--- src/hw/rtl/mma_pkg.sv ---
`timescale 1ns / 1ps
// ----------------------------------------------------------------------------
// mma_pkg
// Shared sizes, derived widths and the queue entry type for the
// multichannel moving average filter.
// ----------------------------------------------------------------------------
package mma_pkg;

  localparam int WINDOW      = 128;
  localparam int CHANNELS    = 4;
  localparam int SAMPLE_BITS = 12;

  localparam int CH_W     = 2;
  localparam int IN_W     = 12;
  localparam int FILT_W   = 16;
  localparam logic [FILT_W-1:0] FILT_MAX = 16'hFFFF;

  localparam int CHI_W    = (CHANNELS > 1) ? $clog2(CHANNELS) : 1;
  localparam int POS_W    = (WINDOW > 1) ? $clog2(WINDOW) : 1;
  localparam int CNT_W    = $clog2(WINDOW + 1);
  localparam int SUM_W    = SAMPLE_BITS + $clog2(WINDOW);
  localparam int RAM_DEPTH = CHANNELS * WINDOW;
  localparam int RA_W     = $clog2(RAM_DEPTH);

  // mean = floor(x / WINDOW), x = sum * 16, by reciprocal and one correction
  localparam int XW       = SUM_W + 4;
  localparam int RSH      = XW;
  localparam int RC_W     = RSH - $clog2(WINDOW) + 1;
  localparam longint unsigned RECIP_L = (64'd1 << RSH) / WINDOW;
  localparam logic [RC_W-1:0] RECIP = RC_W'(RECIP_L);
  localparam int PW       = XW + RC_W;

  localparam int QDEPTH   = 4;
  localparam int QP_W     = $clog2(QDEPTH);
  localparam int LVL_W    = $clog2(QDEPTH + 1);

  typedef struct packed {
    logic [CH_W-1:0]  ch;
    logic             full;
    logic [SUM_W-1:0] data;
  } entry_t;

endpackage

--- src/hw/rtl/mma_out_if.sv ---
`timescale 1ns / 1ps
// ----------------------------------------------------------------------------
// mma_out_if
// Result channel: channel, filtered value and window flag with valid/ready.
// ----------------------------------------------------------------------------
interface mma_out_if;
  logic                        valid;
  logic                        ready;
  logic [mma_pkg::CH_W-1:0]    out_channel;
  logic [mma_pkg::FILT_W-1:0]  filtered;
  logic                        window_full;

  modport source (output valid, output out_channel, output filtered,
                  output window_full, input ready);
  modport sink   (input valid, input out_channel, input filtered,
                  input window_full, output ready);
endinterface

--- src/hw/rtl/mma_back.sv ---
`timescale 1ns / 1ps
// ----------------------------------------------------------------------------
// mma_back
// Turns queue entries into results: mean by reciprocal multiply with one
// correction step, fill-phase pass-through, saturation, output register.
// ----------------------------------------------------------------------------
module mma_back (
  input  logic             clk,
  input  logic             rst_n,
  input  logic             head_valid,
  input  mma_pkg::entry_t  head,
  output logic             pop,
  mma_out_if.source        out_ch
);

  logic                        v1_r;
  logic [mma_pkg::CH_W-1:0]    ch1_r;
  logic                        full1_r;
  logic [mma_pkg::XW-1:0]      x1_r;
  logic [mma_pkg::PW-1:0]      prod1_r;

  logic                        v2_r;
  logic [mma_pkg::CH_W-1:0]    ch2_r;
  logic                        full2_r;
  logic [mma_pkg::XW-1:0]      x2_r;
  logic [mma_pkg::XW-1:0]      q0_2_r;
  logic [mma_pkg::XW-1:0]      qw2_r;

  logic                        ov_r;
  logic [mma_pkg::CH_W-1:0]    och_r;
  logic [mma_pkg::FILT_W-1:0]  ofilt_r;
  logic                        ofull_r;

  logic                        rdy1;
  logic                        rdy2;
  logic                        rdy_o;
  logic [mma_pkg::XW-1:0]      x_in;
  logic [mma_pkg::XW-1:0]      q0;
  logic [mma_pkg::XW-1:0]      rem;
  logic [mma_pkg::XW-1:0]      quot;
  logic [mma_pkg::XW-1:0]      val;

  assign rdy_o = !ov_r || out_ch.ready;
  assign rdy2  = !v2_r || rdy_o;
  assign rdy1  = !v1_r || rdy2;
  assign pop   = head_valid && rdy1;

  assign x_in  = {head.data, 4'b0000};
  assign q0    = mma_pkg::XW'(prod1_r >> mma_pkg::RSH);
  assign rem   = x2_r - qw2_r;
  assign quot  = (rem >= mma_pkg::XW'(mma_pkg::WINDOW)) ?
                 q0_2_r + mma_pkg::XW'(1) : q0_2_r;
  assign val   = full2_r ? quot : x2_r;

  always_ff @(posedge clk) begin
    if (!rst_n) begin
      v1_r <= 1'b0;
      v2_r <= 1'b0;
      ov_r <= 1'b0;
    end else begin
      if (rdy1) begin
        v1_r <= head_valid;
      end
      if (rdy2) begin
        v2_r <= v1_r;
      end
      if (rdy_o) begin
        ov_r <= v2_r;
      end
    end
  end

  always_ff @(posedge clk) begin
    if (pop) begin
      ch1_r   <= head.ch;
      full1_r <= head.full;
      x1_r    <= x_in;
      prod1_r <= mma_pkg::PW'(x_in) * mma_pkg::PW'(mma_pkg::RECIP);
    end
    if (rdy2 && v1_r) begin
      ch2_r   <= ch1_r;
      full2_r <= full1_r;
      x2_r    <= x1_r;
      q0_2_r  <= q0;
      qw2_r   <= mma_pkg::XW'(q0 * mma_pkg::XW'(mma_pkg::WINDOW));
    end
    if (rdy_o && v2_r) begin
      och_r   <= ch2_r;
      ofull_r <= full2_r;
      ofilt_r <= (32'(val) > 32'(mma_pkg::FILT_MAX)) ?
                 mma_pkg::FILT_MAX : mma_pkg::FILT_W'(val);
    end
  end

  assign out_ch.valid       = ov_r;
  assign out_ch.out_channel = och_r;
  assign out_ch.filtered    = ofilt_r;
  assign out_ch.window_full = ofull_r;

endmodule

--- src/flat_wrapper.sv ---
// flat-port wrapper written by rule: the top's interface ports become plain ports
module mma_back_flat 
  (clk, rst_n, head_valid, head, pop, out_ch_valid, out_ch_out_channel, out_ch_filtered, out_ch_window_full, out_ch_ready);
  mma_out_if out_ch_i ();
  input  logic clk;
  input  logic rst_n;
  input  logic head_valid;
  input  mma_pkg::entry_t head;
  output logic pop;
  output wire logic [$bits(out_ch_i.valid)-1:0] out_ch_valid;
  output wire logic [$bits(out_ch_i.out_channel)-1:0] out_ch_out_channel;
  output wire logic [$bits(out_ch_i.filtered)-1:0] out_ch_filtered;
  output wire logic [$bits(out_ch_i.window_full)-1:0] out_ch_window_full;
  input wire logic [$bits(out_ch_i.ready)-1:0] out_ch_ready;
  assign out_ch_valid = out_ch_i.valid;
  assign out_ch_out_channel = out_ch_i.out_channel;
  assign out_ch_filtered = out_ch_i.filtered;
  assign out_ch_window_full = out_ch_i.window_full;
  assign out_ch_i.ready = out_ch_ready;
  mma_back u_core (.clk(clk), .rst_n(rst_n), .head_valid(head_valid), .head(head), .pop(pop), .out_ch(out_ch_i));
endmodule
--- config.mk ---
export PLATFORM = sky130hd
export DESIGN_NAME = mma_back_flat
export DESIGN_NICKNAME = d
export VERILOG_FILES = /design/src/hw/rtl/mma_pkg.sv /design/src/hw/rtl/mma_out_if.sv /design/src/hw/rtl/mma_back.sv /design/src/flat_wrapper.sv
export SDC_FILE = /design/constraint.sdc
export NUM_CORES = 1
export LEC_CHECK = 0
export ABC_CLOCK_PERIOD_IN_PS = 2800
export CAP_MARGIN = 40
export CELL_PAD_IN_SITES_DETAIL_PLACEMENT = 2
export CELL_PAD_IN_SITES_GLOBAL_PLACEMENT = 2
export CORE_ASPECT_RATIO = 1.2
export CORE_MARGIN = 2
export CORE_UTILIZATION = 44
export DETAILED_ROUTE_END_ITERATION = 10
export DONT_BUFFER_PORTS = 1
export GPL_TIMING_DRIVEN = 1
export MAX_ROUTING_LAYER = met4
export PLACE_DENSITY_LB_ADDON = 0.08
export SLEW_MARGIN = 0
export SYNTH_ARGS = -nofsm -noshare
export SYNTH_HDL_FRONTEND = slang
export SYNTH_SLANG_ARGS = --single-unit
--- constraint.sdc ---
create_clock -name clk -period 2.8 [get_ports clk]
set_input_delay 0.14 -clock clk [delete_from_list [all_inputs] [get_ports clk]]
set_output_delay 0.14 -clock clk [all_outputs]
set_load 0.01 [all_outputs]
==> results of run 1 <==
[cells in the mapped netlist (all sizes together)]
library cell   n  area [um^2]
edfxtp        63         1890
nor2b         13         81.3
a32oi          7         61.3
inv            7         26.3
nor2           7         26.3
a41oi          5         43.8
a31oi          4         25.0
buf            3         21.3
dfxtp          3         60.1
o21a           3         22.5
and3b          1         8.76
and4b          1         10.0
clkbuf         1         3.75
clkinv         1         3.75
nor3           1         10.0
nor4           1         21.3
[stage by stage]
stage | instance area [um^2] | utilization, %
floorplan | 2320 | -
global placement | 2390 | 47.7
detailed placement | 2400 | 48.0
[cells by family after synthesis]
logic type / after synthesis
AO/OA/AOI/OAI: 19
buffers and inverters: 12
flip-flops: 66
AND/OR/NAND/NOR: 24
==> implementation parameters, run 1 <==
Parameter                              Value

Run status
  Status    did not finish
  Halt Stage    clock tree synthesis (4_1_cts)
  Error message    [ERROR DPL-0033] detailed placement checks failed during check placement.

Place
  Number of buffer cells added on primary ports    0
  Global placer's final weighted congestion    0.771
  Dpl cells    180
  Half-perimeter wire length of the detailed placement result    2.79 mm
  Setup slack after placement    1.01 ns

Logic synthesis
  Mux contribution to synthesized area    0%
  Largest family of logic cells by synthesized area    simple AND/OR/NAND/NOR gates
  Simple-gate share of the synthesized area    6.80%
  Number of instances in the synthesized netlist    121
  Average cell area after synthesis    19.2 um^2
  Xor-xnor portion of the synthesized cell area    0%
  Mapped Area    2320 um^2
  Number of distinct library cells after synthesis    17
  Synth Warn #    0
  Compound-Gate Fraction of Synth Area    6.59%
  Total nets after synthesis    147
  Fraction of the mapped netlist area in adder cells    0%
  Sequential-to-total area share from yosys stat    84.2%
  Flops & latches, synth    66

CTS
  Clock buffer depth    2
  Number of clock sinks seen by CTS    66
  Max H-tree Level    3
  Post-CTS repair timing setup buffer count    0
  Number of resized instances in the post-cts repair step    0
  Clock tree root driver cell    clkbuf_8
  Inserted Clock Buffers    9
  Quantity of hold-fixing buffers added after cts    24

Floorplan
  Die Y    83.5 um
  Starting density of the core    46.3%
  Std cell rows    28
  Top-level port count    47
  Horizontal die dimension    70.2 um
==> run 2, diff against run 1 <==
--- a/config.mk
+++ b/config.mk
@@ -7,16 +7,12 @@
 export LEC_CHECK = 0
 export ABC_CLOCK_PERIOD_IN_PS = 2800
 export CAP_MARGIN = 40
-export CELL_PAD_IN_SITES_DETAIL_PLACEMENT = 2
-export CELL_PAD_IN_SITES_GLOBAL_PLACEMENT = 2
-export CORE_ASPECT_RATIO = 1.2
 export CORE_MARGIN = 2
-export CORE_UTILIZATION = 44
+export CORE_UTILIZATION = 39
 export DETAILED_ROUTE_END_ITERATION = 10
 export DONT_BUFFER_PORTS = 1
 export GPL_TIMING_DRIVEN = 1
-export MAX_ROUTING_LAYER = met4
-export PLACE_DENSITY_LB_ADDON = 0.08
+export PLACE_DENSITY_LB_ADDON = 0.15
 export SLEW_MARGIN = 0
 export SYNTH_ARGS = -nofsm -noshare
 export SYNTH_HDL_FRONTEND = slang
==> implementation parameters, run 2 <==
Parameter                              Value

Run status
  Status    finished, final reports clean

Cells and area
  Syn-to-layout area delta    22.1%
  Number of non-filler instances in the completed layout    234
  Sequential cell area    1950 um^2
  Fillers    508
  Final net count    181
  Final Instance Area    2830 um^2
  Commonest cells after routing, fill and taps aside    63 x edfxtp_1, 24 x dlygate4sd3_1, 10 x nor2b_1
  Fraction of final layout cells with drive strength greater than 1    11.9%
  Antenna cells    0
  Area occupied by multi-input gates    318 um^2
  Core utilization of the finished layout    48.7%
  Most common library cell in the layout ignoring fill and taps    edfxtp_1

Detailed routing
  Drt first pass iters    4
  Vias per cell    4.83
  DRC errors left    0
  Number of DRC markers in iteration 0    67
  Wire length per cell    14.7 um
  Routed met3 length    155 um
  Detailed-route wire length on metal 1    1.44 mm
  Total Routed Length    3.44 mm
  Total via count in the routed design    1,131
  Met2 WL post-DR    1.76 mm
  Antenna Violating Nets Remaining    0
  Top routing layer in use    met4

Place
  Dpl cells    195
  Area of placed instances    2420 um^2
  Setup slack after placement    1.11 ns
  Number of buffer cells added on primary ports    0
  Global placer's final weighted congestion    0.810

Worst setup path
  Nature of the critical path startpoint    flip-flop
  CP max-delay cell    nor3_2
  Data arrival, critical path    1.73 ns
  Crit path capture type    flip-flop
  Critical path start-end classification    reg2reg
  Largest stage delay on the critical path    0.75 ns
  CP Max Fanout    16
  Data required time at the worst endpoint    2.83 ns
  Count of cells along the worst register-to-register path    2
  R2r setup slk    1.10 ns
  Cell Chain, Critical Path    nor3_2 > a32oi_1

STA
  Peak Freq    587 MHz
  Total count of max-transition violations in the final report    0
  Final count of hold timing violations    0
  Setup tns final    0 ns
  Rel. slew slack    41.1%
  Maximum clock skew at final layout    0.00718 ns
  Setup WS post-layout    1.10 ns
  Crit path time final    1.70 ns
  Hold slack    0.0699 ns
  Setup-failing EPs final    0
  Portion of the clock cycle consumed by the worst path in the final layout    60.8%
  Worst-margin pin slew    0.879 ns
  RSZ-0062 raised after global routing    no

Logic synthesis
  Cell with the most instances after synthesis    edfxtp_1
  Ranking of synthesized cells by instance count    63 x edfxtp_1, 13 x nor2b_1, 7 x a32oi_1, 7 x inv_1, 7 x nor2_1
  Fraction of synthesized cell area taken by the top area cell type    81.6%
  Top flip-flop cell by instance count after synthesis    edfxtp_1
  Mapped Area    2320 um^2
  Number of flops mapped to enable cells by yosys    63
  Average cell area after synthesis    19.2 um^2
  Most area-hungry cell type in the Yosys netlist    edfxtp_1
  Sequential-to-total area share from yosys stat    84.2%
  Number of instances in the synthesized netlist    121
  Number of distinct library cells after synthesis    17
  Proportion of synthesized flip-flops having asynchronous set or reset    0%
  Largest cells by area after synthesis    edfxtp_1 82%, nor2b_1 3.5%, a32oi_1 2.6%
  Total nets after synthesis    147
  Synth Warn #    0
  Flops & latches, synth    66

Pwr
  Register share of total power    60.0%
  IR Drop Worst-Case VDD    0.000307 V
  Power per cell area    687 nW/um^2
  Switching power as a share of total power    19.0%
  Leakage power summed over all cells    0.943 nW
  Logic gate share of total power    3.8%
  Total power    1.95 mW
  Part of the power in the clock network    36.2%
  Cell internal power dissipation    1.58 mW
  Switch Pwr    0.370 mW

CTS
  CTS tree    done
  Clock buffer depth    2
  Quantity of hold-fixing buffers added after cts    24
  Number of clock sinks seen by CTS    66
  Post-CTS repair timing setup buffer count    0
  Clock tree root driver cell    clkbuf_8
  Clock transition at the register clock pins on the worst setup and hold paths after CTS    0.07 ns
  Max H-tree Level    3
  Inserted Clock Buffers    9
  Clock Latency Late Sink    0.33 ns
  Number of resized instances in the post-cts repair step    0

Global route
  First-pass GRT wire length    5.29 mm
  Antenna violations before repair    0
  Pin count of the biggest net entering global routing    26
  Via count of the first global-routing pass    1,143
  Global route overflow    0
  GR Util All Layers    11.5%

Floorplan
  Die Y    81.1 um
  Placeable core region    5820 um^2
  Std cell rows    28
  Starting density of the core    39.8%
  Top-level port count    47
  Area of the die    6570 um^2
  Horizontal die dimension    81.1 um

Worst hold path
  Hold path cells    2
  Hold/Removal Path Class    in2reg

Job
  Max-cap viol count    0
==> run 2: worst paths after layout <==
kind,start,end
hold / removal,out_ch_ready,u_core.out_ch.valid$_SDFFE_PN0P_
setup / recovery,u_core.x2_r[17]$_DFFE_PP_,u_core.out_ch.filtered[10]$_SDFFCE_PN1P_
hold reg to reg,u_core.ch1_r[1]$_DFFE_PP_,u_core.ch2_r[1]$_DFFE_PP_
setup reg to reg,u_core.x2_r[17]$_DFFE_PP_,u_core.out_ch.filtered[10]$_SDFFCE_PN1P_
==> run 2: logic make-up (layout without fill, tap and decap cells) <==
logic type / count (synthesis) / count (layout) / share of synthesized area (%)
compound gates: 19 / 19 / 6.59
flops: 66 / 66 / 84.2
simple gates: 24 / 24 / 6.80
buf+inv: 12 / 50 / 2.38
==> run 2: per-layer routing <==
| metal | up-vias | track usage (%) |
|---|---|---|
| li1 | 543 | - |
| met2 | 39 | 17.5 |
| met3 | 7 | 4.78 |
| met4 | 0 | 10.0 |
| met1 | 542 | 12.4 |
| met5 | - | 0 |
==> run 2: power groups by stage <==
stage / Sequential (mW) / Clock, mW / Combinational (mW)
after floorplan: 1.18 / 0 / 0.0378
after global placement: 1.19 / 0 / 0.0456
after detailed placement: 1.19 / 0 / 0.0477
after CTS: 1.17 / 0.732 / 0.0741
after global routing: 1.17 / 0.769 / 0.0815
final: 1.17 / 0.704 / 0.0738
==> run 2: final cells by class <==
class	count	area share, %
clock buffers	10	4.51
clock inverters	5	1.64
inverters	8	1.06
multi-input cells	43	11.2
flip-flops and latches	66	69.0
well taps	75	3.32
repair buffers	27	9.28
==> run 2: critical path, delay by kind of cell (launching register included) <==
kind	cells	cell delay, ns
AO/OA/AOI/OAI	1	0.24
flip-flops	1	0.41
AND/OR/NAND/NOR	1	0.75
Note: power is estimated with default switching activity, not from simulation.
