===== config.mk =====
export PLATFORM = sky130hd
export DESIGN_NAME = mma_queue
export DESIGN_NICKNAME = d
export VERILOG_FILES = /design/src/hw/rtl/mma_pkg.sv /design/src/hw/rtl/mma_queue.sv
export SDC_FILE = /design/constraint.sdc
export NUM_CORES = 1
export LEC_CHECK = 0
export BUFFER_PORTS_ARGS = -buffer_cell sky130_fd_sc_hd__buf_4
export CORE_UTILIZATION = 30
export CTS_BUF_LIST = sky130_fd_sc_hd__clkbuf_4 sky130_fd_sc_hd__clkbuf_8
export CTS_CLUSTER_SIZE = 40
export DETAILED_ROUTE_END_ITERATION = 6
export PLACE_DENSITY = 0.45
export SETUP_SLACK_MARGIN = 0.02
export SYNTH_ARGS = -nofsm -noshare
export SYNTH_HDL_FRONTEND = slang
export SYNTH_SLANG_ARGS = --single-unit

===== constraint.sdc =====
create_clock -name clk -period 2.87 [get_ports clk]
set_input_delay 0.574 -clock clk [delete_from_list [all_inputs] [get_ports clk]]
set_output_delay 0.574 -clock clk [all_outputs]
set_load 0.01 [all_outputs]

===== src/hw/rtl/mma_pkg.sv =====
`timescale 1ns / 1ps
// ----------------------------------------------------------------------------
// mma_pkg
// Shared sizes, derived widths and the queue entry type for the
// multichannel moving average filter.
// ----------------------------------------------------------------------------
package mma_pkg;

  localparam int WINDOW      = 128;
  localparam int CHANNELS    = 4;
  localparam int SAMPLE_BITS = 12;

  localparam int CH_W     = 2;
  localparam int IN_W     = 12;
  localparam int FILT_W   = 16;
  localparam logic [FILT_W-1:0] FILT_MAX = 16'hFFFF;

  localparam int CHI_W    = (CHANNELS > 1) ? $clog2(CHANNELS) : 1;
  localparam int POS_W    = (WINDOW > 1) ? $clog2(WINDOW) : 1;
  localparam int CNT_W    = $clog2(WINDOW + 1);
  localparam int SUM_W    = SAMPLE_BITS + $clog2(WINDOW);
  localparam int RAM_DEPTH = CHANNELS * WINDOW;
  localparam int RA_W     = $clog2(RAM_DEPTH);

  // mean = floor(x / WINDOW), x = sum * 16, by reciprocal and one correction
  localparam int XW       = SUM_W + 4;
  localparam int RSH      = XW;
  localparam int RC_W     = RSH - $clog2(WINDOW) + 1;
  localparam longint unsigned RECIP_L = (64'd1 << RSH) / WINDOW;
  localparam logic [RC_W-1:0] RECIP = RC_W'(RECIP_L);
  localparam int PW       = XW + RC_W;

  localparam int QDEPTH   = 4;
  localparam int QP_W     = $clog2(QDEPTH);
  localparam int LVL_W    = $clog2(QDEPTH + 1);

  typedef struct packed {
    logic [CH_W-1:0]  ch;
    logic             full;
    logic [SUM_W-1:0] data;
  } entry_t;

endpackage


===== src/hw/rtl/mma_queue.sv =====
`timescale 1ns / 1ps
// ----------------------------------------------------------------------------
// mma_queue
// Short register FIFO between the front and the averaging back end.
// ----------------------------------------------------------------------------
module mma_queue (
  input  logic                       clk,
  input  logic                       rst_n,
  input  logic                       push,
  input  mma_pkg::entry_t            push_entry,
  input  logic                       pop,
  output logic                       head_valid,
  output mma_pkg::entry_t            head,
  output logic [mma_pkg::LVL_W-1:0]  level
);

  mma_pkg::entry_t              mem_r [mma_pkg::QDEPTH];
  logic [mma_pkg::QP_W-1:0]     wp_r;
  logic [mma_pkg::QP_W-1:0]     rp_r;
  logic [mma_pkg::LVL_W-1:0]    cnt_r;
  logic                         do_push;
  logic                         do_pop;

  assign head_valid = cnt_r != '0;
  assign head       = mem_r[rp_r];
  assign level      = cnt_r;
  assign do_push    = push && (cnt_r != mma_pkg::LVL_W'(mma_pkg::QDEPTH));
  assign do_pop     = pop && head_valid;

  always_ff @(posedge clk) begin
    if (do_push) begin
      mem_r[wp_r] <= push_entry;
    end
  end

  always_ff @(posedge clk) begin
    if (!rst_n) begin
      wp_r  <= '0;
      rp_r  <= '0;
      cnt_r <= '0;
    end else begin
      if (do_push) begin
        wp_r <= (wp_r == mma_pkg::QP_W'(mma_pkg::QDEPTH - 1)) ?
                '0 : wp_r + mma_pkg::QP_W'(1);
      end
      if (do_pop) begin
        rp_r <= (rp_r == mma_pkg::QP_W'(mma_pkg::QDEPTH - 1)) ?
                '0 : rp_r + mma_pkg::QP_W'(1);
      end
      case ({do_push, do_pop})
        2'b10:   cnt_r <= cnt_r + mma_pkg::LVL_W'(1);
        2'b01:   cnt_r <= cnt_r - mma_pkg::LVL_W'(1);
        default: cnt_r <= cnt_r;
      endcase
    end
  end

endmodule


==> results of run 1 <==
[power breakdown]
group          internal (W)  switching, W
Sequential          0.00171     0.0000965
Clock              0.000504      0.000454
Combinational      0.000529      0.000433
Total               0.00274      0.000983
[cells by family after synthesis]
| logic type | count (synthesis) | synth area share (%) |
|---|---|---|
| mux | 23 | 13.8 |
| xor+xnor | 2 | 0.479 |
| flops | 97 | 77.2 |
| buf+inv | 12 | 1.44 |
| simple gates | 21 | 3.39 |
| fa+ha+maj | 7 | 2.60 |
| compound gates | 7 | 1.09 |
[cells in the mapped netlist]
| master | instances |
|---|---|
| nand3_1 | 2 |
| inv_1 | 7 |
| xnor2_1 | 1 |
| buf_4 | 2 |
| or3b_4 | 1 |
| or3_2 | 2 |
| buf_1 | 2 |
| a21boi_0 | 1 |
| and2_1 | 2 |
| nand4_1 | 1 |
| ha_1 | 6 |
| xor2_1 | 1 |
| edfxtp_1 | 88 |
| dfxtp_1 | 9 |
| nor2_1 | 2 |
| and2_4 | 1 |
| o31ai_1 | 1 |
| and3_2 | 4 |
| mux4_2 | 22 |
| nand2_1 | 6 |
| clkbuf_1 | 1 |
| fa_1 | 1 |
| mux2i_1 | 1 |
| o21ai_0 | 5 |
[per-layer routing]
| layer | track usage (%) | vias to the layer above | share of wire (%) | routed length, um |
|---|---|---|---|---|
| met4 | 6.40 | 0 | 1.4 | 94 |
| met5 | 0 | - | 0 | 0 |
| met3 | 2.32 | 8 | 3.3 | 213 |
| li1 | - | 799 | - | - |
| met1 | 14.2 | 877 | 44 | 2860 |
| met2 | 18.7 | 39 | 51 | 3320 |
[flip-flops by register name, summed over array words and instances, names as in the netlist, named ones only]
name and flops:
wp_r 2, rp_r 2, level 3, mem_r 88
[path summary, 6_finish.rpt]
path                               startpoint     endpoint  slack, ps  depth (start not counted)
worst max-delay path                 level[2]     level[2]        370                          9
worst min register to register        wp_r[1]      wp_r[1]        500                          2
worst min-delay path            push_entry[8]  mem_r[3][8]        420                          1
worst max register to register       level[2]     level[2]        370                          9
[stage by stage]
step                      util, %  instances  total power, W  setup slack, ps
final                        38.2        377         0.00372              372
after global routing         38.2        377         0.00393              225
after CTS                    38.2        377         0.00379              345
after detailed placement     36.3        361         0.00283              362
after global placement       36.3        361         0.00283              475
after floorplan                 -        169         0.00238              499
[layout make-up]
class	instances	area share, %
well taps	143	4.02
inverters	7	0.590
repair buffers	54	9.39
multi-input cells	60	17.6
clock buffers	10	2.95
flip-flops and latches	97	63.5
clock inverters	6	2.02
==> impl_metrics.env, run 1 <==
export IMPL_slowest_stage="or3b_4"
export IMPL_grt_use_total_pct=11.4
export IMPL_cts_clk_slew_worst_paths_ps=90
export IMPL_cts_root_buffer="clkbuf_8"
export IMPL_drt_iter0_drc=64
export IMPL_cts_hold_buffers_added=0
export IMPL_skew_ps=7.57
export IMPL_post_cts_resized=0
export IMPL_timing_fmax_mhz=400
export IMPL_antenna_left=0
export IMPL_io_buffers=51
export IMPL_finalSetupTns_ps=0
export IMPL_critPathTopFamily="simple AND/OR/NAND/NOR gates"
export IMPL_syn_area_um2=3660
export IMPL_wl_mm=6.49
export IMPL_mostFrequentLayoutCells="edfxtp_1 (88), buf_4 (53), mux4_2 (22)"
export IMPL_critPathCaptureType="flop"
export IMPL_slowest_delay_ps=430
export IMPL_ir_drop_mv=0.506
export IMPL_rows=39
export IMPL_min_period_ps=2500
export IMPL_grt_first_pass_wirelength_mm=10.3
export IMPL_tritoncts="done"
export IMPL_die_area_um2=12600
export IMPL_crit_arrival_ps=2780
export IMPL_outcome="finished clean"
export IMPL_detail_route_first_pass_iterations=4
export IMPL_die_h_um=112
export IMPL_period_share_pct=87.0
export IMPL_place_hpwl_mm=4.00
export IMPL_setup_violations_final=0
export IMPL_multi_input_area_um2=782
export IMPL_yosys_register_bits=97
export IMPL_drv_slew=0
export IMPL_wl_per_cell_um=17.2
export IMPL_gp_congestion=0.690
export IMPL_syn_nets=202
export IMPL_cts_buffer_depth=2
export IMPL_required_ps=3150
export IMPL_drc_errors=0
export IMPL_finalHoldViolCount=0
export IMPL_ctsHtreeMaxLevel=3
export IMPL_synth_top_cells_by_area="edfxtp_1 (72%), mux4_2 (14%), dfxtp_1 (4.9%)"
export IMPL_crit_chain="or3b_4 > and2_4 > inv_1 > ha_1 > inv_1 > fa_1 > xor2_1 > or3_2 > a21boi_0"
export IMPL_regArea_um2=2820
export IMPL_max_cap_violations=0
export IMPL_critPathKind="flop to flop"
export IMPL_slew_limit_headroom_pct=55.8
export IMPL_cp_num_buf_inv=2
export IMPL_ys_seq_area_share_pct=77.2
export IMPL_fp_coreArea_um2=11700
export IMPL_whs_ps=420
export IMPL_n_fill_cell=1073
export IMPL_drive_gt1_share_pct=43.2
export IMPL_cts_sinks=97
export IMPL_syn_to_final_growth_pct=21.7
export IMPL_synth_top_area_share_pct=72.3
export IMPL_cts_setup_buffers=0
export IMPL_place_area_um2=4230
export IMPL_viasPerCell=4.57
export IMPL_start_util_pct=31.4
export IMPL_avgSynthCellArea_um2=21.6
export IMPL_start_kind="flop"
export IMPL_synth_cells=169
export IMPL_power_density_nw_per_um2=837
export IMPL_max_slew_worst_pin_slew_ps=664
export IMPL_grt_antenna_before_repair=0
export IMPL_yosysWarnings=0
export IMPL_grt_overflow=0
export IMPL_critPathMaxFanout=6
export IMPL_vias=1723
export IMPL_p_leak_nw=1.53
export IMPL_diodes=0
export IMPL_min_path_type="primary input to flop"
export IMPL_synth_top_area_cell="edfxtp_1"
export IMPL_final_common_cell="edfxtp_1"
export IMPL_io_pins=52
export IMPL_grt_max_degree=23
export IMPL_final_cell_area_um2=4450
export IMPL_clk_insertion_delay_late_ps=350
export IMPL_grt_pass1_vias=1872
export IMPL_tritoncts_num_buffers=9
export IMPL_crit_top_cell="inv_1"
export IMPL_die_x_um=112
export IMPL_yosysUniqueCellTypes=24
export IMPL_layout_nets=262
export IMPL_grt_setup_unrepaired="false"
No activity file was read; power rests on OpenSTA's default activity.
==> run 2, diff against run 1 <==
- ABC_AREA: unset -> 1
==> impl_metrics.env, run 2 <==
export IMPL_grt_overflow=0
export IMPL_die_area_um2=13100
export IMPL_required_ps=2300
export IMPL_grt_first_pass_wirelength_mm=12.0
export IMPL_yosysWarnings=0
export IMPL_finalHoldViolCount=0
export IMPL_ys_top_cells_by_count="edfxtp_1 (88), nor2_1 (59), o21ai_0 (28)"
export IMPL_cts_clk_slew_worst_paths_ps=90
export IMPL_io_pins=52
export IMPL_place_hpwl_mm=4.66
export IMPL_viasPerCell=4.49
export IMPL_period_share_pct=82.9
export IMPL_min_path_type="primary input to flop"
export IMPL_pre_cts_ws_ps=876
export IMPL_p_int_w=0.00280
export IMPL_critPathMaxFanout=44
export IMPL_setup_violations_final=0
export IMPL_grt_max_degree=45
export IMPL_fin_cells=509
export IMPL_syn_area_um2=3780
export IMPL_final_common_cell="edfxtp_1"
export IMPL_detail_route_first_pass_iterations=4
export IMPL_io_buffers=51
export IMPL_grt_setup_unrepaired="false"
export IMPL_post_cts_resized=0
export IMPL_vias=2285
export IMPL_diodes=0
export IMPL_drv_slew=0
export IMPL_crit_arrival_ps=1800
export IMPL_start_kind="flop"
export IMPL_mostFrequentLayoutCells="edfxtp_1 (88), nor2_1 (55), buf_4 (55)"
export IMPL_pwr_share_clk_pct=25.3
export IMPL_antenna_left=0
export IMPL_slew_limit_headroom_pct=60.4
export IMPL_layout_nets=370
export IMPL_cts_setup_buffers=0
export IMPL_min_period_ps=2380
export IMPL_yosysMostFrequentCell="edfxtp_1"
export IMPL_synth_top_area_cell="edfxtp_1"
export IMPL_final_cell_area_um2=4580
export IMPL_start_util_pct=31.1
export IMPL_skew_ps=11.1
export IMPL_max_slew_worst_pin_slew_ps=594
export IMPL_critPathKind="flop to output pin"
export IMPL_p_sw_share_pct=31.0
export IMPL_cts_buffer_depth=2
export IMPL_timing_fmax_mhz=420
export IMPL_wl_mm=7.54
export IMPL_grt_pass1_vias=2318
export IMPL_fin_ws_ps=492
export IMPL_critPathCaptureType="output pin"
export IMPL_syn_to_final_growth_pct=20.9
export IMPL_die_x_um=114
export IMPL_cts_hold_buffers_added=0
export IMPL_utilization_pct=37.6
export IMPL_p_leak_nw=1.66
export IMPL_grt_use_total_pct=12.3
export IMPL_fp_coreArea_um2=12200
export IMPL_cts_root_buffer="clkbuf_8"
export IMPL_clk_insertion_delay_late_ps=350
export IMPL_largest_reg_flops=88
export IMPL_synth_top_area_share_pct=69.8
export IMPL_drc_errors=0
export IMPL_synth_edff_count=88
export IMPL_tritoncts_num_buffers=9
export IMPL_yosys_register_bits=97
export IMPL_grt_antenna_before_repair=0
export IMPL_finalSetupTns_ps=0
export IMPL_avgSynthCellArea_um2=13.4
export IMPL_ys_flop_type="edfxtp_1"
export IMPL_crit_chain="inv_8 > o21ai_0 > o22ai_1 > buf_4"
export IMPL_place_area_um2=4350
export IMPL_drt_iter0_drc=114
export IMPL_drive_gt1_share_pct=23.2
export IMPL_tritoncts="done"
export IMPL_dp_cells=494
export IMPL_yosysUniqueCellTypes=20
export IMPL_gp_congestion=0.682
export IMPL_die_h_um=114
export IMPL_max_cap_violations=0
export IMPL_ir_drop_mv=0.302
export IMPL_wl_per_cell_um=14.8
export IMPL_combPwrFrac_pct=30.0
export IMPL_slowest_delay_ps=720
export IMPL_synth_top_cells_by_area="edfxtp_1 (70%), nor2_1 (5.9%), dfxtp_1 (4.8%)"
export IMPL_regMostFlops="mem_r"
export IMPL_outcome="finished clean"
export IMPL_synth_cells=282
export IMPL_seq_power_share_pct=44.7
export IMPL_ctsHtreeMaxLevel=3
export IMPL_slowest_stage="dfxtp_2"
export IMPL_ys_seq_area_share_pct=74.6
export IMPL_power_density_nw_per_um2=886
export IMPL_async_reset_ff_share_pct=0
export IMPL_syn_nets=315
export IMPL_cts_sinks=97
export IMPL_p_sw_w=0.00126
export IMPL_rows=40
-- run 2: cell count changes after synthesis, moves of 3 or more --
cell and change:
o21ai_1 +18, nand2_1 +8, mux4_2 -22, o21ai_0 +23, a21oi_1 +3, buf_2 +4
o22ai_1 +22, inv_1 +8, nor2_1 +57, buf_6 +7, and3_2 -4
-- run 2: path summary, 6_finish.rpt --
kind	cells after the start	slack, ps	start	end
worst max-delay path	4	490	flop	head[10]
worst min-delay path	1	420	push_entry[8]	mem_r[3][8]
worst max register to register	11	1010	level[1]	level[2]
worst min register to register	2	550	level[0]	level[0]
-- run 2: metrics by stage --
stage	hold slack, ps	total power (W)
floorplan	483	0.00256
global route	397	0.00431
CTS	407	0.00411
detailed placement	524	0.00309
global placement	524	0.00308
finish	422	0.00405
-- run 2: kinds of logic (layout without fill, tap and decap cells) --
| group | after synthesis | in the layout | synth area share (%) |
|---|---|---|---|
| buf+inv | 30 | 89 | 4.89 |
| fa+ha+maj | 7 | 7 | 2.51 |
| compound gates | 71 | 71 | 10.1 |
| flops | 97 | 97 | 74.6 |
| simple gates | 77 | 77 | 7.90 |
-- run 2: cell type report --
cell class                      count  area (um2)
Sequential cell                    97        2820
Tap cell                          168         210
Inverter                           17        71.3
Clock inverter                      6         108
Clock buffer                        9         124
Multi-Input combinational cell    155         787
Fill cell                        1178        7580
Timing Repair Buffer               57         453
-- run 2: power by group through the flow --
| stage | clock, W | combinational [W] | sequential [W] |
|---|---|---|---|
| final | 0.00102 | 0.00122 | 0.00181 |
| after global routing | 0.00111 | 0.00136 | 0.00184 |
| after CTS | 0.00105 | 0.00124 | 0.00182 |
| after detailed placement | 0 | 0.00124 | 0.00185 |
| after global placement | 0 | 0.00123 | 0.00185 |
| after floorplan | 0 | 0.000772 | 0.00179 |
-- run 2: worst max-delay path: cells and delay by family, from the launching register on --
kind,cells,cell delay [ps]
AOI/OAI and AO/OA,2,370
buffers and inverters,2,370
DFF,1,720
-- run 2: metal layers --
layer	global-route usage, %	part of all wire, %
met2	20.2	47
met3	3.44	4.6
met1	15.5	47
met5	0	0
met4	4.68	1.2
==> run 3, diff against run 2 <==
- clock period: 2.87 -> 2.25 ns (I/O delays scaled with it)
==> impl_metrics.env, run 3 (synthesis results as in run 2) <==
export IMPL_cts_sinks=97
export IMPL_power_density_nw_per_um2=1130
export IMPL_layout_nets=372
export IMPL_die_x_um=114
export IMPL_ctsHtreeMaxLevel=3
export IMPL_detail_route_first_pass_iterations=5
export IMPL_drv_slew=0
export IMPL_r2r_slack_ps=370
export IMPL_grt_setup_unrepaired="false"
export IMPL_r2r_end="level[2]"
export IMPL_wl_mm=7.81
export IMPL_ir_drop_mv=0.335
export IMPL_final_common_cell="edfxtp_1"
export IMPL_slew_limit_headroom_pct=72.4
export IMPL_skew_ps=10.5
export IMPL_rows=40
export IMPL_met1_length_mm=3.64
export IMPL_syn_to_final_growth_pct=21.3
export IMPL_clk_insertion_delay_late_ps=370
export IMPL_die_area_um2=13100
export IMPL_finalHoldViolCount=0
export IMPL_hold_end="mem_r[1][17]"
export IMPL_min_period_ps=2050
export IMPL_cts_clk_slew_worst_paths_ps=90
export IMPL_required_ps=1800
export IMPL_cts_buffer_depth=2
export IMPL_max_slew_worst_pin_slew_ps=414
export IMPL_largest_reg_flops=88
export IMPL_start_kind="flop"
export IMPL_route_met3_wl_um=380
export IMPL_r2r_start="level[1]"
export IMPL_crit_arrival_ps=1600
export IMPL_whs_ps=274
export IMPL_hold_depth=1
export IMPL_gp_congestion=0.687
export IMPL_min_path_type="primary input to flop"
export IMPL_grt_first_pass_wirelength_mm=12.1
export IMPL_grt_pass1_vias=2240
export IMPL_wl_per_cell_um=15.2
export IMPL_finalSetupTns_ps=0
export IMPL_hold_start="push_entry[17]"
export IMPL_regMostFlops="mem_r"
export IMPL_io_pins=52
export IMPL_grt_use_total_pct=12.8
export IMPL_grt_antenna_before_repair=0
export IMPL_place_hpwl_mm=4.73
export IMPL_r2r_cells=11
export IMPL_grt_max_degree=45
export IMPL_diodes=0
export IMPL_critPathKind="flop to output pin"
export IMPL_critPathMaxFanout=22
export IMPL_outcome="finished clean"
export IMPL_vias=2296
export IMPL_total_power_w=0.00520
export IMPL_wl_met2_mm=3.68
export IMPL_start_util_pct=31.1
export IMPL_cts_setup_buffers=0
export IMPL_viasPerCell=4.48
export IMPL_p_leak_nw=1.67
export IMPL_critPathCaptureType="output pin"
export IMPL_period_share_pct=91.3
export IMPL_mostFrequentLayoutCells="edfxtp_1 (88), buf_4 (58), nor2_1 (55)"
export IMPL_drc_errors=0
export IMPL_die_h_um=114
export IMPL_io_buffers=51
export IMPL_tritoncts_num_buffers=9
export IMPL_max_cap_violations=0
export IMPL_setup_violations_final=0
export IMPL_timing_fmax_mhz=487
export IMPL_drt_iter0_drc=107
export IMPL_drive_gt1_share_pct=24.4
export IMPL_top_layer="met4"
export IMPL_grt_overflow=0
export IMPL_cts_root_buffer="clkbuf_8"
export IMPL_fp_coreArea_um2=12200
export IMPL_tritoncts="done"
export IMPL_antenna_left=0
[run 3: worst max-delay path: stages, from the launching register on]
cell     delay, ps
dfxtp_2        380
inv_2          330
o21ai_0        150
o22ai_1        190
buf_4          170
[run 3: layer usage]
layer / GRT usage [%] / vias to the layer above
li1: - / 1129
met1: 16.5 / 1118
met2: 19.6 / 39
met3: 4.76 / 10
met4: 4.94 / 0
met5: 0 / -
[run 3: report_power, final]
group          total (W)  internal, W  switching (W)  leakage (nW)
combinational    0.00160     0.000673       0.000932         0.665
clock            0.00131     0.000717       0.000589         0.123
sequential       0.00229      0.00218       0.000108         0.883
total            0.00520      0.00357        0.00163          1.67
[run 3: repair_timing]
item,in CTS,in global routing
hold buffers,0,0
setup endpoints to repair,0,4
gates resized for setup,0,2
[run 3: metrics by stage]
step | cells | utilization, % | setup slack, ps | cell area (um2)
2_1_floorplan | 282 | - | 259 | 3780
3_3_place_gp | 496 | 35.8 | 436 | 4350
3_5_place_dp | 496 | 35.8 | 393 | 4350
4_1_cts | 512 | 37.7 | 86.6 | 4590
5_1_grt | 512 | 37.7 | 75.9 | 4590
6_report | 512 | 37.7 | 196 | 4590
[run 3: final cells by class]
| cell class | count | area [um2] |
|---|---|---|
| Inverter | 17 | 71.3 |
| Tap cell | 168 | 210 |
| Clock inverter | 4 | 73.8 |
| Multi-Input combinational cell | 155 | 787 |
| Clock buffer | 12 | 165 |
| Timing Repair Buffer | 59 | 455 |
| Fill cell | 1201 | 7570 |
| Sequential cell | 97 | 2830 |
[run 3: how the worst max path moves through the flow]
stage	end	cells past startpoint	slack, ps	startpoint
detailed placement	level[2]	12	390	level[1]
floorplan	mem_r[3][0]	4	260	level[1]
finish	head[6]	4	200	flop
global placement	level[2]	11	440	push
CTS	head[17]	4	90	flop
global route	head[11]	4	80	flop
